File: config.mk
export PLATFORM = sky130hd
export DESIGN_NAME = sca_ctrl
export DESIGN_NICKNAME = d
export VERILOG_FILES = /design/src/rtl/core/sca_pkg.sv /design/src/rtl/core/sca_ctrl.sv
export SDC_FILE = /design/constraint.sdc
export NUM_CORES = 1
export LEC_CHECK = 0
export BUFFER_PORTS_ARGS = -buffer_cell sky130_fd_sc_hd__clkbuf_2
export CAP_MARGIN = 20
export CELL_PAD_IN_SITES_DETAIL_PLACEMENT = 1
export CELL_PAD_IN_SITES_GLOBAL_PLACEMENT = 2
export CORE_ASPECT_RATIO = 0.9
export CORE_MARGIN = 2
export CORE_UTILIZATION = 28
export DETAILED_ROUTE_END_ITERATION = 8
export HOLD_SLACK_MARGIN = 0.12
export PLACE_DENSITY = 0.75
export SLEW_MARGIN = 20
export SYNTH_ARGS = -nofsm -noshare
export SYNTH_HDL_FRONTEND = slang
export SYNTH_SLANG_ARGS = --single-unit
File: constraint.sdc
create_clock -name clk -period 2.91 [get_ports clk]
set_input_delay 0.4365 -clock clk [delete_from_list [all_inputs] [get_ports clk]]
set_output_delay 0.4365 -clock clk [all_outputs]
set_load 0.01 [all_outputs]
File: src/rtl/core/sca_pkg.sv
`default_nettype none
// ----------------------------------------------------------------------------
// sca_pkg
// Shared types and constants of the all-pairs sphere collision block.
// ----------------------------------------------------------------------------
package sca_pkg;

    localparam int MaxSpheresDefault = 64;

    typedef enum logic {
        OP_LOAD    = 1'b0,
        OP_COMPUTE = 1'b1
    } op_code_t;

    // Controller states.
    typedef enum logic [2:0] {
        ST_IDLE,
        ST_CLEAR,
        ST_FETCH,
        ST_TEST,
        ST_DECIDE,
        ST_EMIT_RD,
        ST_EMIT_RD2,
        ST_EMIT
    } ctrl_state_t;

    typedef struct packed {
        logic [31:0] pos_x;
        logic [31:0] pos_y;
        logic [31:0] pos_z;
        logic [30:0] base_radius;
        logic [31:0] scale_x;
        logic [31:0] scale_y;
        logic [31:0] scale_z;
        logic [15:0] collider_type;
        logic [15:0] collide_mask;
        logic [15:0] entity_id;
        logic        operation;
    } in_item_t;

    typedef struct packed {
        logic [5:0]  slot_index;
        logic        is_hit;
        logic [15:0] partner_type;
        logic [15:0] partner_entity;
        logic        last;
    } out_item_t;

endpackage : sca_pkg
`default_nettype wire

File: src/rtl/core/sca_ctrl.sv
`default_nettype none
// ----------------------------------------------------------------------------
// sca_ctrl
// Sequencer: load slots, clear pass, pair walk and result emission.
// ----------------------------------------------------------------------------
module sca_ctrl #(
    parameter int MAX_SPHERES = sca_pkg::MaxSpheresDefault,
    parameter int IW = $clog2(MAX_SPHERES)
) (
    input  wire logic          clk,
    input  wire logic          rst_n,
    input  wire logic          in_valid,
    input  wire logic          in_op,
    output logic               in_ready,
    input  wire logic          out_ready,
    output logic               out_valid,
    output logic [IW-1:0]      out_idx,
    output logic               out_last,
    output logic               load_en,
    output logic [IW-1:0]      load_idx,
    output logic [IW-1:0]      idx_a,
    output logic [IW-1:0]      idx_b,
    output logic               fetch_en,
    output logic               test_en,
    output logic               decide_en,
    output logic               clear_en,
    output logic [IW-1:0]      clear_idx,
    output logic               emit_rd_en,
    output logic [IW-1:0]      emit_idx,
    output logic               emit_rd2_en
);
    import sca_pkg::*;

    localparam int CW = IW + 1;
    localparam logic [CW-1:0] NMAX = CW'(MAX_SPHERES);

    ctrl_state_t state_reg, state_next;
    logic [CW-1:0] count_reg, count_next;
    logic [IW-1:0] a_reg, a_next, b_reg, b_next;
    logic          valid_reg, valid_next;

    always_ff @(posedge clk or negedge rst_n)
    begin
        if (!rst_n)
        begin
            state_reg <= ST_IDLE;
            count_reg <= '0;
            a_reg     <= '0;
            b_reg     <= '0;
            valid_reg <= 1'b0;
        end
        else
        begin
            state_reg <= state_next;
            count_reg <= count_next;
            a_reg     <= a_next;
            b_reg     <= b_next;
            valid_reg <= valid_next;
        end
    end

    logic [CW-1:0] b_inc, a_inc;
    always_comb
    begin
        a_inc = CW'(a_reg) + CW'(1);
        b_inc = CW'(b_reg) + CW'(1);
        state_next = state_reg;
        count_next = count_reg;
        a_next = a_reg;
        b_next = b_reg;
        valid_next = valid_reg;
        in_ready = 1'b0;
        load_en = 1'b0;
        load_idx = count_reg[IW-1:0];
        idx_a = a_reg;
        idx_b = b_reg;
        fetch_en = 1'b0;
        test_en = 1'b0;
        decide_en = 1'b0;
        clear_en = 1'b0;
        clear_idx = a_reg;
        emit_rd_en = 1'b0;
        emit_idx = a_reg;
        emit_rd2_en = 1'b0;
        case (state_reg)
            ST_IDLE:
            begin
                in_ready = 1'b1;
                if (in_valid)
                begin
                    if (in_op == OP_COMPUTE)
                    begin
                        if (count_reg != '0)
                        begin
                            a_next = '0;
                            state_next = ST_CLEAR;
                        end
                    end
                    else if (count_reg != NMAX)
                    begin
                        load_en = 1'b1;
                        count_next = count_reg + CW'(1);
                    end
                end
            end
            ST_CLEAR:
            begin
                clear_en = 1'b1;
                if (a_inc == count_reg)
                begin
                    a_next = '0;
                    b_next = IW'(1);
                    state_next = (count_reg == CW'(1)) ? ST_EMIT_RD : ST_FETCH;
                end
                else
                    a_next = a_inc[IW-1:0];
            end
            ST_FETCH:
            begin
                fetch_en = 1'b1;
                state_next = ST_TEST;
            end
            ST_TEST:
            begin
                test_en = 1'b1;
                state_next = ST_DECIDE;
            end
            ST_DECIDE:
            begin
                decide_en = 1'b1;
                state_next = ST_FETCH;
                if (b_inc != count_reg)
                    b_next = b_inc[IW-1:0];
                else if (a_inc + CW'(1) != count_reg)
                begin
                    a_next = a_inc[IW-1:0];
                    b_next = IW'(a_inc + CW'(1));
                end
                else
                begin
                    a_next = '0;
                    state_next = ST_EMIT_RD;
                end
            end
            ST_EMIT_RD:
            begin
                emit_rd_en = 1'b1;
                state_next = ST_EMIT_RD2;
            end
            ST_EMIT_RD2:
            begin
                emit_rd2_en = 1'b1;
                valid_next = 1'b1;
                state_next = ST_EMIT;
            end
            ST_EMIT:
            begin
                if (out_ready)
                begin
                    valid_next = 1'b0;
                    if (a_inc == count_reg)
                    begin
                        a_next = '0;
                        state_next = ST_IDLE;
                    end
                    else
                    begin
                        a_next = a_inc[IW-1:0];
                        state_next = ST_EMIT_RD;
                    end
                end
            end
            default: state_next = ST_IDLE;
        endcase
    end

    assign out_valid = valid_reg;
    assign out_idx   = a_reg;
    assign out_last  = (a_inc == count_reg);

endmodule : sca_ctrl
`default_nettype wire

# Word level (Yosys, flattened, before mapping)
# Index checks and enable logic that the tools add are counted.
# word_totals
register_bits	23
output_inout_bits	46
in_bits	5
wordCells	74
# op_classes
n_bitwise	1
mux	35
eq_ne	19
add_sub_neg	4
reduce_logical	10
# ops
cell	count
$mux 6	10
$mux 3	9
$pmux 3 s8	1
$pmux 6 s4	1
$add 6x1->7 const B	2
$add 7x1->7 const B	2
$ne 7x7->1	2
$eq 3x3->1 const B	4
$mux 1	12
$ne 2x2->1 const B	6
$pmux 6 s2	1
$eq 7x1->1 const B	1
$eq 7x7->1	1
$ne 7x7->1 const B	1
$reduce_bool 7->1	1
$eq 3x2->1 const B	2
$reduce_and 6->1	1
$reduce_and 5->1	1
$reduce_and 4->1	1
$reduce_bool 2->1	2
$reduce_bool 4->1	1
$eq 3x1->1 const B	1
$logic_not 3->1	1
$ne 3x3->1 const B	1
4 further kinds	4

# Logic depth before layout (Yosys ltp)
# logic_depth
word_depth	6
depth_mapped	12
ltp_nobuf	11

# Least setup slack after synthesis
# Ideal clock, no wire load.
# synth_timing
path_type	flip-flop to flip-flop
from	reg a_reg[0] (netlist: clear_idx[0])
to	reg a_reg[0] (netlist: clear_idx[0])
synth_period_minus_slack_ps	3042
setup_ps	125
t_arrival_ps	2917
required_ps	2785
stages_incl_launch_ff	12
slack_ps	-132
cell_sequence	dfrtp_1 > clkbuf_1 > inv_1 > ha_1 > xor2_1 > and3_1 > o21ai_0 > or4bb_1 > a21oi_1 > o21a_2 > nor2_1 > mux2_2
# synth_via
elab_chain_len	6
# synth_lines
element	line_no	text
start, declared	sca_ctrl.sv:39	logic [IW-1:0] a_reg, a_next, b_reg, b_next;
start signal, assigned	sca_ctrl.sv:56	a_reg <= a_next;
$add 6x1->7 (*)	sca_ctrl.sv:65	a_inc = CW'(a_reg) + CW'(1);
$add 7x1->7	n/a	
$ne 7x7->1	sca_ctrl.sv:134	else if (a_inc + CW'(1) != count_reg)
$mux 6	sca_ctrl.sv:134	
$mux 6	sca_ctrl.sv:132	if (b_inc != count_reg)
$pmux 6 s4 (*)	sca_ctrl.sv:85	case (state_reg)
# Every way passes the cells marked *; elsewhere a longest branch is shown, timed or not. The select of a mux whose other input is x is not followed.
# A chain may end at the register's enable or synchronous reset.

# Final worst setup path
# layout_timing
from	reg a_reg[1] (netlist: clear_idx[1])
to	reg a_reg[0] (netlist: clear_idx[0])
# Same word-level chain as after synthesis.

==> flow_summary.toml <==
[worst_hold_path]
hp-class = "input port to asynchronous set/reset pin"

[cts]
ctsHoldBuffers = 0
cts.clk_slew.worst_paths_ns = 0.10
numClockSinks = 23
tritoncts = "done"
clock_path_buffers = 2
root_buffer = "clkbuf_8"
insertion_delay_ns = 0.28
htreeDepth = 1
cts_buffers = 3

[die]
start_util = 0.2866
die_area_mm2 = 0.008362
die_height_um = 86.95
core_area_mm2 = 0.007470
io_pins = 51
rows = 30
die_x_um = 96.17

[power]
seqPwrFrac = 0.245
switching_share = 0.4946
p_comb_frac = 0.660
ir_drop_uv = 280.6
clockPowerShare = 0.095
p_per_area_mw_per_mm2 = 917.7
p_leak_nw = 1.203
power_switching_mw = 1.149
totalPowerFinal_mw = 2.324
p_int_mw = 1.175

[synthesis]
synthArstFlopShare = 1.000
synth_cell_types = 57
syn_avg_cell_area_um2 = 8.109
synth_enable_flop_cells = 0
ys_ff_latch = 23
yosys-top-cells-area = "dfrtp_1 (27%), buf_4 (8.8%), xnor2_1 (7.4%)"
synth_nets = 276
seq_area_frac_synth = 0.2688
yosysWarnings = 0
synth_top_area_frac = 0.2688
netlist_area_mm2 = 0.002141
synth_flop_cell = "dfrtp_1"
synth_top_area_cell = "dfrtp_1"
netlist_instances = 264
synth_commonest_cells = "buf_4 (25), nand2_1 (25), dfrtp_1 (23)"

[worst_setup_path]
timing.rr.end = "clear_idx[0]"
cp-endpoint = "clear_idx[0]"
reg2reg_slack_ns = 0.09
critPathCaptureType = "flip-flop"
arrival_ns = 2.99
startpoint_type = "flip-flop"
required_ns = 3.08
critical_path_peak_fanout = 7
r2r_cells = 9
crit_start = "clear_idx[1]"
r2r-start = "clear_idx[1]"
crit_type = "flip-flop to flip-flop"

[global_route]
track_usage = 0.1603
grt_overflow = 0
grt_pass1_vias = 1965
grt_antenna_before_repair = 0
grt_pass1_wl_mm = 10.33
grt_max_degree = 24

[layout]
largest_reg_flops = 7
nets = 314
antenna_cells = 0
area_growth_pct = 18.29
fin_util = 0.3390
drive_gt1_frac = 0.3090

[placed_design]
place_congestion = 0.8229
portBuffers = 50
dp_hpwl_mm = 4.971

[run_status]
status = "finished clean"

[timing]
clock_skew_ns = 0.004813
min_period_ns = 2.819
whs_ns = 0.1708
finalHoldViolCount = 0
finalSetupViolCount = 0
fin_tns_setup_ns = 0
tightest_slew_ns = 0.6630
slew_violations = 0
min_period_over_period = 0.9689
relSlewSlack = 0.5580
timing.fmax_mhz = 354.7

[flow_run]
max_cap_violations = 0

[drt]
wirelength_mm = 6.500
drt_pass1_iterations = 4
via_per_inst = 5.096
drtAntennaViolNets = 0
wl_per_cell_um = 16.37
via_count = 2023
drc_errors = 0
drtIter0Drc = 71
## layer usage
metal | vias up | share of wire | global-route usage | wire length, um
li1 | 977 | - | - | -
met1 | 990 | 0.48 | 0.2302 | 3095
met2 | 52 | 0.46 | 0.2551 | 3020
met3 | 4 | 0.049 | 0.01645 | 317
met4 | 0 | 0.010 | 0.04286 | 66
met5 | - | 0 | 0 | 0
## layout by cell type, fill, tap and decap left out, types with 2 or more instances in the layout
master / count
nor2_1: 19
dfrtp_1: 21
a22o_1: 3
clkbuf_2: 50
nand3_1: 7
nand3b_1: 3
and2_1: 4
a31oi_1: 4
buf_4: 20
o211a_1: 2
nor3_1: 8
o21ai_0: 10
o31a_1: 2
a21oi_1: 11
dfrtp_2: 2
nor4_1: 2
o221ai_1: 2
xnor2_1: 18
xor2_1: 6
clkbuf_8: 3
o31ai_1: 2
inv_1: 16
or2_2: 3
ha_1: 5
nand2_1: 24
nor2b_1: 2
a21o_1: 2
nand4_1: 7
o211ai_1: 3
and3_1: 4
## worst max-delay path, stage by stage, from the launching register on
cell      delay [ns]
dfrtp_2         0.46
ha_2            0.25
and3b_1         0.21
o211a_1         0.23
or3_1           0.30
a2111o_1        0.47
a21oi_2         0.20
o21a_2          0.22
nor2_1          0.10
mux2_2          0.28
## layout make-up
type	count	area, um^2
Clock buffer	4	45.04
Fill cell	910	4937
Multi-Input combinational cell	188	1329
Timing Repair Buffer	70	400.4
Inverter	16	60.06
Tap cell	96	120.1
Sequential cell	23	578.1
## kinds of logic after synthesis
group | Yosys count | share of synthesized area
xor gates and xnor gates | 27 | 0.1204
adders and majority gates | 7 | 0.04091
and+or+nand+nor | 92 | 0.2168
muxes | 1 | 0.005260
buffers and inverters | 53 | 0.1373
AOI/OAI and AO/OA | 61 | 0.2104
DFF | 23 | 0.2688
## timing repair
action                     in CTS  in global routing
buffers inserted                0                  5
setup endpoints to repair       0                 12
gates resized for setup         0                 11
## power groups by stage
stage	clock network (mW)	registers (mW)	logic, mW
final	0.221	0.569	1.53
after global routing	0.235	0.589	1.69
after CTS	0.224	0.565	1.44
after detailed placement	0	0.571	1.43
after global placement	0	0.567	1.41
after floorplan	0	0.529	1.04
## through the flow
stage / instance area [um^2] / cells / setup WS, ns
detailed placement: 2391 / 388 / 0.06611
finish: 2532 / 397 / 0.09052
CTS: 2436 / 392 / 0.04202
floorplan: 2143 / 264 / 0.04485
global placement: 2391 / 388 / 0.1309
global route: 2532 / 397 / -0.01059
## how the worst min path moves through the flow
stage               slack [ns]           end  depth (start not counted)      start
finish                    0.17  clear_idx[5]                          1      rst_n
global route              0.21  clear_idx[5]                          1      rst_n
CTS                       0.20  clear_idx[5]                          1      rst_n
detailed placement        0.47     out_valid                          1  out_valid
global placement          0.47     out_valid                          1  out_valid
floorplan                 0.14  clear_idx[0]                          0      rst_n
Note: power is estimated with default switching activity, not from simulation.
